<file path="src/design/pid_controller_variable_dt_macros.svh">
// Assertion helpers for the RTL (used by pidvdt_ctrl). Each macro expects clk and arst_n in scope.
`ifndef PID_CONTROLLER_VARIABLE_DT_MACROS_SVH
`define PID_CONTROLLER_VARIABLE_DT_MACROS_SVH

// Same-cycle implication.
`define PIDVDT_ASSERT_IMPL(label, ante, cons, msg) \
	label: assert property (@(posedge clk) disable iff (!arst_n) (ante) |-> (cons)) \
	else $error(msg);

// Next-cycle implication.
`define PIDVDT_ASSERT_NEXT(label, ante, cons, msg) \
	label: assert property (@(posedge clk) disable iff (!arst_n) (ante) |=> (cons)) \
	else $error(msg);

`endif

</file>
<file path="src/design/pidvdt_pkg.sv">
`default_nettype none

package pidvdt_pkg;

	// divider geometry
	localparam int unsigned DIV_NUM_W = 64;
	localparam int unsigned DIV_REM_W = 25;
	localparam int unsigned DIV_CNT_W = 5;

	localparam logic [DIV_REM_W-1:0] US_PER_S  = 25'd1000000;
	localparam logic [DIV_REM_W-1:0] DT_CAP_US = 25'h1000000;

	// radix-4 steps: derivative quotient 52 bits
	localparam logic [DIV_CNT_W-1:0] DIV_STEPS_D = 5'd26;

	// integral scaling: x*256/1e6 == (x*4)/15625, done in base 2^16 digits;
	// ceil(2^44/15625) gives the exact digit for any 30-bit partial dividend
	localparam logic [13:0] CDIV_DEN   = 14'd15625;
	localparam logic [30:0] CDIV_RECIP = 31'd1125899907;

	// register map
	localparam logic [1:0] REG_KP = 2'd0;
	localparam logic [1:0] REG_KI = 2'd1;
	localparam logic [1:0] REG_KD = 2'd2;

	typedef enum logic [3:0] {
		S_IDLE,
		S_MUL_P,
		S_MUL_KI,
		S_MUL_KIDT,
		S_DIV_I,
		S_WAIT_I,
		S_INT_UPD,
		S_MUL_KD,
		S_MUL_KD6,
		S_DIV_D,
		S_WAIT_D,
		S_SUM_P,
		S_SUM_D,
		S_OUT
	} state_t;

	typedef enum logic [3:0] {
		OP_NONE,
		OP_LOAD,
		OP_MUL_P,
		OP_MUL_KI,
		OP_MUL_KIDT,
		OP_DIV_I,
		OP_INT_UPD,
		OP_MUL_KD,
		OP_MUL_KD6,
		OP_DIV_D,
		OP_SUM_P,
		OP_SUM_D,
		OP_OUT
	} op_t;

	typedef struct packed {
		op_t op;
	} cmd_t;

	typedef struct packed {
		logic div_busy;
		logic out_free;
	} sts_t;

endpackage

`default_nettype wire

</file>
<file path="src/design/pidvdt_div.sv">
`default_nettype none

// Unsigned restoring divider, two quotient bits per cycle.
// Caller pre-aligns: rem_init holds the leading dividend bits (must be < divisor),
// num_init holds the remaining 2*steps bits left-aligned. Quotient ends in num_q.
module pidvdt_div import pidvdt_pkg::*; (
	input  logic                 clk,
	input  logic                 arst_n,
	input  logic                 start,
	input  logic [DIV_REM_W-1:0] rem_init,
	input  logic [DIV_NUM_W-1:0] num_init,
	input  logic [DIV_REM_W-1:0] divisor,
	input  logic [DIV_CNT_W-1:0] steps,
	output logic                 busy,
	output logic [DIV_NUM_W-1:0] quotient
);

	logic [DIV_REM_W-1:0] rem_q;
	logic [DIV_NUM_W-1:0] num_q;
	logic [DIV_REM_W-1:0] dvs_q;
	logic [DIV_CNT_W-1:0] cnt_q;
	logic                 busy_q;

	logic [DIV_REM_W-1:0] rem_nx;
	logic [DIV_NUM_W-1:0] num_nx;
	logic [DIV_REM_W:0]   trial;
	logic [DIV_REM_W:0]   diff;

	always_comb begin
		rem_nx = rem_q;
		num_nx = num_q;
		trial  = '0;
		diff   = '0;
		for (int i = 0; i < 2; i++) begin
			trial = {rem_nx, num_nx[DIV_NUM_W-1]};
			diff  = trial - {1'b0, dvs_q};
			if (trial >= {1'b0, dvs_q}) begin
				rem_nx = diff[DIV_REM_W-1:0];
				num_nx = {num_nx[DIV_NUM_W-2:0], 1'b1};
			end else begin
				rem_nx = trial[DIV_REM_W-1:0];
				num_nx = {num_nx[DIV_NUM_W-2:0], 1'b0};
			end
		end
	end

	always_ff @(posedge clk or negedge arst_n) begin
		if (!arst_n) begin
			busy_q <= 1'b0;
			cnt_q  <= '0;
		end else if (start) begin
			busy_q <= 1'b1;
			cnt_q  <= steps;
		end else if (busy_q) begin
			cnt_q <= cnt_q - DIV_CNT_W'(1);
			if (cnt_q == DIV_CNT_W'(1)) begin
				busy_q <= 1'b0;
			end
		end
	end

	always_ff @(posedge clk) begin
		if (start) begin
			rem_q <= rem_init;
			num_q <= num_init;
			dvs_q <= divisor;
		end else if (busy_q) begin
			rem_q <= rem_nx;
			num_q <= num_nx;
		end
	end

	assign busy     = busy_q;
	assign quotient = num_q;

endmodule

`default_nettype wire

</file>
<file path="src/design/pidvdt_dpath.sv">
`default_nettype none

module pidvdt_dpath import pidvdt_pkg::*; (
	input  logic               clk,
	input  logic               arst_n,
	input  cmd_t               cmd,
	output sts_t               sts,
	input  logic signed [15:0] setpoint,
	input  logic signed [15:0] measured_value,
	input  logic        [31:0] now_us,
	output logic               out_valid,
	input  logic               out_stall,
	output logic signed [31:0] drive_value,
	output logic               saturated,
	input  logic               cfg_valid,
	input  logic        [1:0]  cfg_index,
	input  logic        [15:0] cfg_data
);

	// gains and loop state
	logic [15:0] kp_q, ki_q, kd_q;
	logic [31:0] last_time_q;
	logic [16:0] last_err_q;
	logic [47:0] integral_q;

	// per-step working registers
	logic [31:0] now_q;
	logic [16:0] err_q;
	logic [24:0] dt_q;
	logic        sat_q;
	logic [30:0] p_mag_q;
	logic        p_neg_q;
	logic [31:0] t_mag_q;
	logic        t_neg_q;
	logic [56:0] prod_q;
	logic [61:0] acc_q;

	logic        out_valid_q;
	logic [31:0] drive_q;
	logic        sat_out_q;

	// integral scaling unit: base 2^16 long division by 15625
	logic [63:0] cd_x_q;
	logic [13:0] cd_r_q;
	logic [15:0] cd_d_q;
	logic [1:0]  cd_cnt_q;
	logic        cd_ph_q;
	logic        cd_busy_q;
	logic [29:0] cd_v;
	logic [60:0] cd_prod;
	logic [29:0] cd_back;
	logic [29:0] cd_rem;

	logic [16:0] err_in;
	logic [31:0] dt_diff;
	logic [24:0] dt_in;
	logic [16:0] err_abs;
	logic [15:0] err_mag;
	logic [17:0] derr;
	logic [17:0] derr_abs;
	logic [16:0] derr_mag;
	logic [15:0] g_sel;
	logic [15:0] g_mag;
	logic [31:0] mul_a;
	logic [24:0] mul_b;
	logic [56:0] mul_p;

	logic                 div_start;
	logic                 div_busy;
	logic [DIV_REM_W-1:0] div_rem_init;
	logic [DIV_NUM_W-1:0] div_num_init;
	logic [DIV_REM_W-1:0] div_divisor;
	logic [DIV_CNT_W-1:0] div_steps;
	logic [DIV_NUM_W-1:0] div_quot;

	logic [43:0] q_i;
	logic [49:0] int_sum;
	logic [47:0] int_new;
	logic        int_clip;
	logic [51:0] d_mag;
	logic [61:0] rnd;
	logic [45:0] q_out;
	logic        out_clip;
	logic [31:0] drive_nx;
	logic        out_load;

	// input capture
	assign err_in  = {setpoint[15], setpoint} - {measured_value[15], measured_value};
	assign dt_diff = now_us - last_time_q;
	assign dt_in   = (dt_diff > 32'(DT_CAP_US)) ? DT_CAP_US : dt_diff[24:0];

	// magnitudes feeding the unsigned multiplier
	assign err_abs  = err_q[16] ? (~err_q + 17'd1) : err_q;
	assign err_mag  = err_abs[15:0];
	assign derr     = {err_q[16], err_q} - {last_err_q[16], last_err_q};
	assign derr_abs = derr[17] ? (~derr + 18'd1) : derr;
	assign derr_mag = derr_abs[16:0];

	always_comb begin
		case (cmd.op)
			OP_MUL_KI: g_sel = ki_q;
			OP_MUL_KD: g_sel = kd_q;
			default:   g_sel = kp_q;
		endcase
	end

	assign g_mag = g_sel[15] ? (~g_sel + 16'd1) : g_sel;

	always_comb begin
		case (cmd.op)
			OP_MUL_P, OP_MUL_KI: begin
				mul_a = {16'd0, g_mag};
				mul_b = {9'd0, err_mag};
			end
			OP_MUL_KIDT: begin
				mul_a = t_mag_q;
				mul_b = dt_q;
			end
			OP_MUL_KD: begin
				mul_a = {16'd0, g_mag};
				mul_b = {8'd0, derr_mag};
			end
			OP_MUL_KD6: begin
				mul_a = t_mag_q;
				mul_b = US_PER_S;
			end
			default: begin
				mul_a = '0;
				mul_b = '0;
			end
		endcase
	end

	assign mul_p = {25'd0, mul_a} * {32'd0, mul_b};

	// integral: (|ki*e|*dt*256)/1e6 == (|ki*e|*dt*4)/15625, four 16-bit digits,
	// each estimated by a reciprocal multiply and then its remainder taken back
	assign cd_v    = {cd_r_q, cd_x_q[63:48]};
	assign cd_prod = {31'd0, cd_v} * {30'd0, CDIV_RECIP};
	assign cd_back = {14'd0, cd_d_q} * {16'd0, CDIV_DEN};
	assign cd_rem  = cd_v - cd_back;

	always_ff @(posedge clk or negedge arst_n) begin
		if (!arst_n) begin
			cd_busy_q <= 1'b0;
			cd_cnt_q  <= '0;
			cd_ph_q   <= 1'b0;
		end else if (cmd.op == OP_DIV_I) begin
			cd_busy_q <= 1'b1;
			cd_cnt_q  <= '0;
			cd_ph_q   <= 1'b0;
		end else if (cd_busy_q) begin
			cd_ph_q <= !cd_ph_q;
			if (cd_ph_q) begin
				cd_cnt_q <= cd_cnt_q + 2'd1;
				if (cd_cnt_q == 2'd3) begin
					cd_busy_q <= 1'b0;
				end
			end
		end
	end

	always_ff @(posedge clk) begin
		if (cmd.op == OP_DIV_I) begin
			cd_x_q <= {5'd0, prod_q, 2'd0};
			cd_r_q <= '0;
		end else if (cd_busy_q) begin
			if (!cd_ph_q) begin
				cd_d_q <= cd_prod[59:44];
			end else begin
				cd_r_q <= cd_rem[13:0];
				cd_x_q <= {cd_x_q[47:0], cd_d_q};
			end
		end
	end

	// divider: derivative divides |kd*de|*1e6 by dt
	assign div_start    = (cmd.op == OP_DIV_D);
	assign div_rem_init = '0;
	assign div_num_init = {prod_q[51:0], 12'd0};
	assign div_divisor  = dt_q;
	assign div_steps    = DIV_STEPS_D;

	pidvdt_div u_div (
		.clk      (clk),
		.arst_n   (arst_n),
		.start    (div_start),
		.rem_init (div_rem_init),
		.num_init (div_num_init),
		.divisor  (div_divisor),
		.steps    (div_steps),
		.busy     (div_busy),
		.quotient (div_quot)
	);

	// integral update with 48-bit clamp
	assign q_i     = cd_x_q[43:0];
	assign int_sum = t_neg_q ? ({{2{integral_q[47]}}, integral_q} - {6'd0, q_i})
	                         : ({{2{integral_q[47]}}, integral_q} + {6'd0, q_i});

	always_comb begin
		int_clip = 1'b0;
		int_new  = int_sum[47:0];
		if (int_sum[49:47] != 3'b000 && int_sum[49:47] != 3'b111) begin
			int_clip = 1'b1;
			int_new  = int_sum[49] ? {1'b1, 47'd0} : {1'b0, {47{1'b1}}};
		end
	end

	// no derivative term on zero elapsed time
	assign d_mag = (dt_q == 25'd0) ? '0 : div_quot[51:0];

	// Q.16 to integer, toward zero, then 32-bit clamp
	assign rnd      = acc_q + (acc_q[61] ? 62'd65535 : 62'd0);
	assign q_out    = rnd[61:16];
	assign out_clip = (q_out[45:31] != '0) && (q_out[45:31] != '1);
	assign drive_nx = out_clip ? (q_out[45] ? 32'h8000_0000 : 32'h7FFF_FFFF) : q_out[31:0];

	assign out_load = (cmd.op == OP_OUT);

	always_ff @(posedge clk or negedge arst_n) begin
		if (!arst_n) begin
			kp_q        <= '0;
			ki_q        <= '0;
			kd_q        <= '0;
			last_time_q <= '0;
			last_err_q  <= '0;
			integral_q  <= '0;
			out_valid_q <= 1'b0;
		end else begin
			if (cfg_valid) begin
				case (cfg_index)
					REG_KP:  kp_q <= cfg_data;
					REG_KI:  ki_q <= cfg_data;
					REG_KD:  kd_q <= cfg_data;
					default: ;
				endcase
			end
			if (cmd.op == OP_INT_UPD) begin
				integral_q <= int_new;
			end
			if (out_load) begin
				last_time_q <= now_q;
				last_err_q  <= err_q;
				out_valid_q <= 1'b1;
			end else if (!out_stall) begin
				out_valid_q <= 1'b0;
			end
		end
	end

	always_ff @(posedge clk) begin
		case (cmd.op)
			OP_LOAD: begin
				err_q <= err_in;
				dt_q  <= dt_in;
				now_q <= now_us;
				sat_q <= 1'b0;
			end
			OP_MUL_P: begin
				p_mag_q <= mul_p[30:0];
				p_neg_q <= kp_q[15] ^ err_q[16];
			end
			OP_MUL_KI: begin
				t_mag_q <= mul_p[31:0];
				t_neg_q <= ki_q[15] ^ err_q[16];
			end
			OP_MUL_KD: begin
				t_mag_q <= mul_p[31:0];
				t_neg_q <= kd_q[15] ^ derr[17];
			end
			OP_MUL_KIDT, OP_MUL_KD6: begin
				prod_q <= mul_p;
			end
			OP_INT_UPD: begin
				sat_q <= sat_q | int_clip;
			end
			OP_SUM_P: begin
				acc_q <= p_neg_q ? ({{14{integral_q[47]}}, integral_q} - {23'd0, p_mag_q, 8'd0})
				                 : ({{14{integral_q[47]}}, integral_q} + {23'd0, p_mag_q, 8'd0});
			end
			OP_SUM_D: begin
				acc_q <= t_neg_q ? (acc_q - {2'd0, d_mag, 8'd0})
				                 : (acc_q + {2'd0, d_mag, 8'd0});
			end
			OP_OUT: begin
				drive_q   <= drive_nx;
				sat_out_q <= sat_q | out_clip;
			end
			default: ;
		endcase
	end

	assign sts.div_busy = div_busy || cd_busy_q;
	assign sts.out_free = !out_valid_q || !out_stall;

	assign out_valid   = out_valid_q;
	assign drive_value = drive_q;
	assign saturated   = sat_out_q;

endmodule

`default_nettype wire

</file>
<file path="src/design/pidvdt_ctrl.sv">
`default_nettype none

`include "pid_controller_variable_dt_macros.svh"

module pidvdt_ctrl import pidvdt_pkg::*; (
	input  logic clk,
	input  logic arst_n,
	input  logic in_valid,
	output logic in_stall,
	input  sts_t sts,
	output cmd_t cmd
);

	state_t state_q, state_nx;

	always_comb begin
		state_nx = state_q;
		case (state_q)
			S_IDLE:     if (in_valid) state_nx = S_MUL_P;
			S_MUL_P:    state_nx = S_MUL_KI;
			S_MUL_KI:   state_nx = S_MUL_KIDT;
			S_MUL_KIDT: state_nx = S_DIV_I;
			S_DIV_I:    state_nx = S_WAIT_I;
			S_WAIT_I:   if (!sts.div_busy) state_nx = S_INT_UPD;
			S_INT_UPD:  state_nx = S_MUL_KD;
			S_MUL_KD:   state_nx = S_MUL_KD6;
			S_MUL_KD6:  state_nx = S_DIV_D;
			S_DIV_D:    state_nx = S_WAIT_D;
			S_WAIT_D:   if (!sts.div_busy) state_nx = S_SUM_P;
			S_SUM_P:    state_nx = S_SUM_D;
			S_SUM_D:    state_nx = S_OUT;
			S_OUT:      if (sts.out_free) state_nx = S_IDLE;
			default:    state_nx = S_IDLE;
		endcase
	end

	always_comb begin
		cmd.op = OP_NONE;
		case (state_q)
			S_IDLE:     if (in_valid) cmd.op = OP_LOAD;
			S_MUL_P:    cmd.op = OP_MUL_P;
			S_MUL_KI:   cmd.op = OP_MUL_KI;
			S_MUL_KIDT: cmd.op = OP_MUL_KIDT;
			S_DIV_I:    cmd.op = OP_DIV_I;
			S_INT_UPD:  cmd.op = OP_INT_UPD;
			S_MUL_KD:   cmd.op = OP_MUL_KD;
			S_MUL_KD6:  cmd.op = OP_MUL_KD6;
			S_DIV_D:    cmd.op = OP_DIV_D;
			S_SUM_P:    cmd.op = OP_SUM_P;
			S_SUM_D:    cmd.op = OP_SUM_D;
			S_OUT:      if (sts.out_free) cmd.op = OP_OUT;
			default:    cmd.op = OP_NONE;
		endcase
	end

	assign in_stall = (state_q != S_IDLE);

	always_ff @(posedge clk or negedge arst_n) begin
		if (!arst_n) begin
			state_q <= S_IDLE;
		end else begin
			state_q <= state_nx;
		end
	end

	`PIDVDT_ASSERT_IMPL(a_div_idle_on_accept, state_q == S_IDLE, !sts.div_busy, "divider busy in idle")
	`PIDVDT_ASSERT_IMPL(a_out_load_free, cmd.op == OP_OUT, sts.out_free, "result loaded over a held beat")
	`PIDVDT_ASSERT_IMPL(a_div_start_src, $rose(sts.div_busy), $past(cmd.op == OP_DIV_I || cmd.op == OP_DIV_D), "divider started without command")

endmodule

`default_nettype wire

</file>
<file path="src/design/pid_controller_variable_dt.sv">
// Channel  | Handshake          | Payload                              | Dir
// ---------+--------------------+--------------------------------------+-----
// in       | in_valid/in_stall  | setpoint, measured_value, now_us     | in
// out      | out_valid/out_stall| drive_value, saturated               | out
// cfg      | cfg_valid/cfg_ready| cfg_index (0 kp, 1 ki, 2 kd), cfg_data| in
//
// A step runs from input beat to result through five multiplier passes, the integral
// /1e6 as four reciprocal digits, the derivative /dt on the radix-4 divider (26 steps)
// and the issue/add states; a new beat waits until the step is back in idle.
// in_stall is low only in idle; a beat is accepted while the previous result still
// waits on out_stall, and the block then holds in its last state until it frees.
// Reset (arst_n, async low) clears gains, loop state and output valid; cfg_ready is high.
`default_nettype none

module pid_controller_variable_dt import pidvdt_pkg::*; (
	input  logic               clk,
	input  logic               arst_n,
	// control step input
	input  logic               in_valid,
	output logic               in_stall,
	input  logic signed [15:0] setpoint,
	input  logic signed [15:0] measured_value,
	input  logic        [31:0] now_us,
	// result
	output logic               out_valid,
	input  logic               out_stall,
	output logic signed [31:0] drive_value,
	output logic               saturated,
	// gain writes
	input  logic               cfg_valid,
	output logic               cfg_ready,
	input  logic        [1:0]  cfg_index,
	input  logic        [15:0] cfg_data
);

	cmd_t cmd;
	sts_t sts;

	// gains are plain registers, so every write is taken at once
	assign cfg_ready = 1'b1;

	// sequencer: walks P, integral and derivative terms through the shared units
	pidvdt_ctrl u_ctrl (
		.clk      (clk),
		.arst_n   (arst_n),
		.in_valid (in_valid),
		.in_stall (in_stall),
		.sts      (sts),
		.cmd      (cmd)
	);

	// datapath: gains, loop state, multiplier, divider, output register
	pidvdt_dpath u_dpath (
		.clk            (clk),
		.arst_n         (arst_n),
		.cmd            (cmd),
		.sts            (sts),
		.setpoint       (setpoint),
		.measured_value (measured_value),
		.now_us         (now_us),
		.out_valid      (out_valid),
		.out_stall      (out_stall),
		.drive_value    (drive_value),
		.saturated      (saturated),
		.cfg_valid      (cfg_valid && cfg_ready),
		.cfg_index      (cfg_index),
		.cfg_data       (cfg_data)
	);

endmodule

`default_nettype wire
</file>
<file path="config.mk">
export PLATFORM = sky130hd
export DESIGN_NAME = pid_controller_variable_dt
export DESIGN_NICKNAME = d
export VERILOG_FILES = /design/src/design/pidvdt_pkg.sv /design/src/design/pidvdt_div.sv /design/src/design/pidvdt_dpath.sv /design/src/design/pidvdt_ctrl.sv /design/src/design/pid_controller_variable_dt.sv
export VERILOG_INCLUDE_DIRS = /design/src /design/src/design
export SDC_FILE = /design/constraint.sdc
export NUM_CORES = 2
export LEC_CHECK = 0
export BUFFER_PORTS_ARGS = -buffer_cell sky130_fd_sc_hd__buf_2
export CELL_PAD_IN_SITES_DETAIL_PLACEMENT = 2
export CELL_PAD_IN_SITES_GLOBAL_PLACEMENT = 2
export CORE_ASPECT_RATIO = 1.75
export CORE_MARGIN = 2
export CORE_UTILIZATION = 46
export DETAILED_ROUTE_END_ITERATION = 8
export PLACE_DENSITY = 0.95
export RECOVER_POWER = 50
export SLEW_MARGIN = 10
export SYNTH_ARGS = -nofsm -noshare
export SYNTH_HDL_FRONTEND = slang
export SYNTH_SLANG_ARGS = --single-unit
</file>
<file path="constraint.sdc">
create_clock -name clk -period 16.6 [get_ports clk]
set_clock_uncertainty 0.05 [all_clocks]
set_input_delay 0 -clock clk [delete_from_list [all_inputs] [get_ports clk]]
set_output_delay 0 -clock clk [all_outputs]
set_load 0.05 [all_outputs]
</file>
==> out/metrics.csv, run 1 <==
stage,metric,value,unit
die,DIE WIDTH,329,µm
die,num rows,208,
grt,All-Layer GR Usage,0.663,
yosys,post-synthesis sequential area ratio,0.217,
yosys,synth unique cells,107,
grt,largest net degree at the start of global routing,142,
yosys,Yosys warnings,0,
clock_network,Clock Sinks,660,
clock_network,H-tree Lvls,3,
place,DP HPWL,324,mm
clock_network,CTS Buf Count,73,
yosys,ys async rst share,0.242,
yosys,synthesized area,85100,µm²
yosys,Post-synth EDFFs,442,
run_status,status,aborted with a tool error,
yosys,synthesized area per cell,9.09,µm²
place,Buffers on Ports,121,
place,Placement Setup Slack,3.36,ns
yosys,"flops & latches, synth",660,
clock_network,post_cts resized,0,
clock_network,Post-CTS Setup Bufs,0,
yosys,Synth area leaders,"fa_1 (24%), edfxtp_1 (16%), ha_1 (13%), inv_1 (6.8%), nand2_1 (5.0%)",
yosys,post-synth top area share,0.240,
yosys,top cell type by total area after synthesis,fa_1,
clock_network,clock root cell,clkbuf_16,
run_status,Err,[ERROR GRT-0232] Routing congestion too high. Check the congestion heatmap in the GUI.,
place,GPL Wtd Cong,1.03,
yosys,cells after synthesis,9369,
place,dpl cell area,88500,µm²
die,Die Y,573,µm
die,number of top-level pins,123,
place,placed insts,11678,
die,Initial Util,0.463,
clock_network,Bufs on Longest Clock Path,3,
run_status,Last stage,global routing,
yosys,Synth Net Count,11339,
grt,total grt overflow,40,
yosys,"Top FF cell, synth",edfxtp_1,
clock_network,cts-stage hold buffer count,128,
## logic make-up after synthesis
logic type	count (synthesis)	share of synthesized area
and+or+nand+nor	2569	0.137
buffers and inverters	1909	0.0850
adders and majority gates	1900	0.369
AOI/OAI and AO/OA	1770	0.131
DFF	660	0.217
xor gates and xnor gates	448	0.0462
muxes	112	0.0142
other	1	0.0000441
## synthesized netlist by cell type (all sizes together) (20+ instances only)
cell	number
inv	1550
nand2	1124
fa	1022
ha	861
nor2	555
o21ai	503
a21oi	490
edfxtp	442
clkbuf	311
xnor2	290
a21o	205
nand3	170
dfrtp	160
xor2	158
nor3	145
and3	89
nand2b	76
and2	71
mux2	70
o21a	63
a211oi	59
dfxtp	58
a31oi	54
nand4	54
nor2b	54
or3	52
buf	48
o31ai	46
mux2i	42
or2	42
nor4	41
o21bai	41
o211ai	32
a221oi	27
o22ai	26
a22oi	25
nand3b	23
a21boi	22
or4	20
## per-layer routing
metal | GRT usage | overflow
met5 | 0.181 | 0
met4 | 0.718 | 28
met3 | 0.471 | 1
met2 | 0.888 | 11
met1 | 0.610 | 0
## through the flow
stage / hold WS (ns) / utilization
2_1_floorplan: -0.346 / -
3_5_place_dp: 0.0881 / 0.482
3_3_place_gp: 0.0884 / 0.482
4_1_cts: 0.000292 / 0.503
==> inputs of run 2 (changes only) <==
--- a/config.mk
+++ b/config.mk
@@ -7,13 +7,10 @@
 export NUM_CORES = 2
 export LEC_CHECK = 0
 export BUFFER_PORTS_ARGS = -buffer_cell sky130_fd_sc_hd__buf_2
-export CELL_PAD_IN_SITES_DETAIL_PLACEMENT = 2
-export CELL_PAD_IN_SITES_GLOBAL_PLACEMENT = 2
-export CORE_ASPECT_RATIO = 1.75
 export CORE_MARGIN = 2
-export CORE_UTILIZATION = 46
+export CORE_UTILIZATION = 40
 export DETAILED_ROUTE_END_ITERATION = 8
-export PLACE_DENSITY = 0.95
+export PLACE_DENSITY_LB_ADDON = 0.15
 export RECOVER_POWER = 50
 export SLEW_MARGIN = 10
 export SYNTH_ARGS = -nofsm -noshare
==> run 2 against run 1 <==
Against the previous run: the flow now finishes, with violations (max-capacitance violations, max-slew violations); synthesized area unchanged; synthesized cell count unchanged.
==> out/metrics.csv, run 2 <==
stage,metric,value,unit,change
setup_path,flop2flop setup slack,2.81,ns,
timing,Worst-Margin Slew,4.17,ns,
setup_path,Top delay family on crit path,compound AO/OA/AOI/OAI gates,,
timing,Peak Freq,72.5,MHz,
yosys,most common library cells after synthesis,"inv_1 (1549), nand2_1 (1124), fa_1 (1022), ha_1 (861), nor2_1 (554)",,
cells_and_area,"most common cell after layout, fill and taps aside",inv_1,,
timing,"Hold Violations, Final",0,,
clock_network,CTS Buf Count,83,,+14%
clock_network,CTS tree,yes,,
run_status,failing checks,"max-capacitance violations, max-slew violations",,
setup_path,critical path depth,37,,
setup_path,Worst Reg-to-Reg Cells,37,,
yosys,top cell type by total area after synthesis,fa_1,,
timing,Tmin final,13.79,ns,
yosys,post-synthesis sequential area ratio,0.217,,unchanged
yosys,synthesized area per cell,9.09,µm²,unchanged
setup_path,Reg-to-Reg End,u_dpath.prod_q[54]$_DFFE_PN_,,
timing,final slew viol count,869,,
worst_hold_path,Hold WC Path Type,in2reg,,
clock_network,Bufs on Longest Clock Path,3,,unchanged
setup_path,Setup crit start kind,flip-flop,,
die,num rows,169,,-19%
setup_path,"Buf+Inv Stages, Crit Path",9,,
yosys,Post-synth EDFFs,442,,unchanged
grt,largest net degree at the start of global routing,88,,
grt,first-pass GRT wire length,433,mm,
setup_path,Crit. Startpoint,u_ctrl.state_q[2]$_DFFE_PN0P_,,
detailed_routing,DR iter-0 viols,5446,,
clock_network,Post-CTS Setup Bufs,0,,unchanged
place,DP HPWL,225,mm,-31%
setup_path,"slowest stage cell, crit path",clkbuf_1,,
detailed_routing,antenna-violating nets left,0,,
timing,fin crit share,0.831,,
setup_path,Worst path most repeated cell,fa_1,,
timing,Final TNS setup,0,ns,
setup_path,worst r2r src,u_ctrl.state_q[2]$_DFFE_PN0P_,,
detailed_routing,via count,68388,,
detailed_routing,met2 wire len,134,mm,
place,Buffers on Ports,121,,unchanged
yosys,"flops & latches, synth",660,,unchanged
yosys,cell with the most instances after synthesis,inv_1,,
setup_path,critical path type,reg2reg,,
setup_path,crit path max fanout,46,,
cells_and_area,most frequent cells in the layout,"inv_1 (1547), nand2_1 (1124), fa_1 (1022)",,
place,placed insts,12065,,+3.3%
detailed_routing,Max Used Layer,met5,,
clock_network,Clock Sinks,660,,unchanged
cells_and_area,synthesis-to-finish area growth,9.34,%,
worst_hold_path,hold path startpoint,cfg_data[5],,
grt,All-Layer GR Usage,0.262,,
die,Initial Util,0.402,,-0.0615
flow_run,max cap viols,18,,
clock_network,Worst-Skew Late Latency,0.81,ns,
setup_path,"slowest stage delay, CP",1.51,ns,
cells_and_area,layout cell share with drive strength beyond 1,0.0485,,
die,number of top-level pins,123,,unchanged
detailed_routing,WL met3,18.0,mm,
cells_and_area,Finished Layout Cells,12383,,
yosys,synthesized area,85100,µm²,unchanged
setup_path,"Req. time, crit path",17.08,ns,
yosys,post-synth top area share,0.240,,unchanged
yosys,ys async rst share,0.242,,unchanged
timing,RSZ-0062 raised after global routing,no,,
yosys,synth unique cells,107,,unchanged
run_status,status,finished with violations,,
clock_network,Worst-path clk slew,0.06,ns,
cells_and_area,fin area,93100,µm²,
die,Core Region,212000,µm²,
cells_and_area,NumNets Final,11460,,
place,dpl cell area,88900,µm²,+0.41%
detailed_routing,metal1 wirelength,120,mm,
setup_path,Worst setup EP type,flip-flop,,
detailed_routing,final wirelength,284,mm,
timing,max_slew headroom,-1.78,,
detailed_routing,Vias/cell,5.52,,
die,DIE WIDTH,465,µm,+41%
die,DIE AREA,216000,µm²,
setup_path,CP Data Arrival Time,14.27,ns,
yosys,Yosys warnings,0,,unchanged
setup_path,crit path to,u_dpath.prod_q[54]$_DFFE_PN_,,
clock_network,clock root cell,clkbuf_16,,
detailed_routing,DR DRC count,0,,
grt,vias in the first global route,70543,,
clock_network,post_cts resized,0,,unchanged
grt,total grt overflow,0,,
detailed_routing,WL/cell,22.9,µm,
die,Die Y,465,µm,-19%
clock_network,H-tree Lvls,3,,unchanged
grt,antenna violations before repair,14,,
yosys,Synth Net Count,11339,,unchanged
detailed_routing,DRT Pass-1 Iters,6,,
yosys,"Top FF cell, synth",edfxtp_1,,
yosys,cells after synthesis,9369,,unchanged
timing,Hold Slack,0.0554,ns,
yosys,Synth area leaders,"fa_1 (24%), edfxtp_1 (16%), ha_1 (13%), inv_1 (6.8%), nand2_1 (5.0%)",,
timing,Final setup viols,0,,
place,GPL Wtd Cong,0.938,,-9.0%
## run 2: cell counts after synthesis
Identical to the previous run, type by type.
## run 2: worst min path at each step
| stage | to | slack [ns] | depth (start not counted) |
|---|---|---|---|
| floorplan | u_ctrl.state_q[0]$_DFFE_PN0P_ | -0.35 | 0 |
| global placement | u_dpath.u_div.cnt_q[0]$_DFFE_PN0P_ | -0.09 | 1 |
| detailed placement | u_dpath.u_div.cnt_q[0]$_DFFE_PN0P_ | -0.09 | 1 |
| CTS | u_dpath.kd_q[5]$_DFFE_PN0P_ | 0.005 | 3 |
| global route | u_dpath.kp_q[5]$_DFFE_PN0P_ | 0.05 | 3 |
| finish | u_dpath.kd_q[5]$_DFFE_PN0P_ | 0.06 | 3 |
## run 2: metal layers
metal  up-vias  GRT usage
met4        14     0.0985
met3       498     0.0390
li1      31332          -
met1     34343      0.343
met5         -          0
met2      2201      0.440
## run 2: cells by family (layout without fill, tap and decap cells)
kind of cell	count (synthesis)	count (layout)	share of synthesized area
AO/OA/AOI/OAI	1770	1770	0.131
XOR/XNOR	448	448	0.0462
adder cells (fa/ha/maj)	1900	1900	0.369
buffers and inverters	1909	2098	0.0850
flip-flops	660	660	0.217
multiplexers	112	112	0.0142
other	1	5	0.0000441
AND/OR/NAND/NOR	2569	2569	0.137
## run 2: tightest hold or removal path: cells and delay by family
kind                   cells  cell delay [ns]
multiplexers               1             0.14
buffers and inverters      2             0.69
## run 2: layout make-up
type	count	area, µm²
Fill cell	20849	119000
Multi-Input combinational cell	6800	59600
Sequential cell	660	18400
Inverter	1550	5820
Tap cell	2821	3530
Timing Repair Buffer	395	2880
Clock buffer	106	2190
Clock inverter	47	591
Antenna cell	4	10.0
## run 2: repair_timing
item	CTS	global route
endpoints found under the setup margin	0	0
hold buffers	161	0
hold endpoints to repair	307	0
## run 2: per-stage QoR
stage	utilization	setup WS, ns
4_1_cts	0.440	4.33
6_report	0.439	2.81
5_1_grt	0.439	1.99
2_1_floorplan	-	6.57
3_3_place_gp	0.420	4.47
3_5_place_dp	0.420	4.32
Power of run 2 is not shown: default switching activity piles up to over one toggle a cycle in this logic, so the estimate is an artifact.
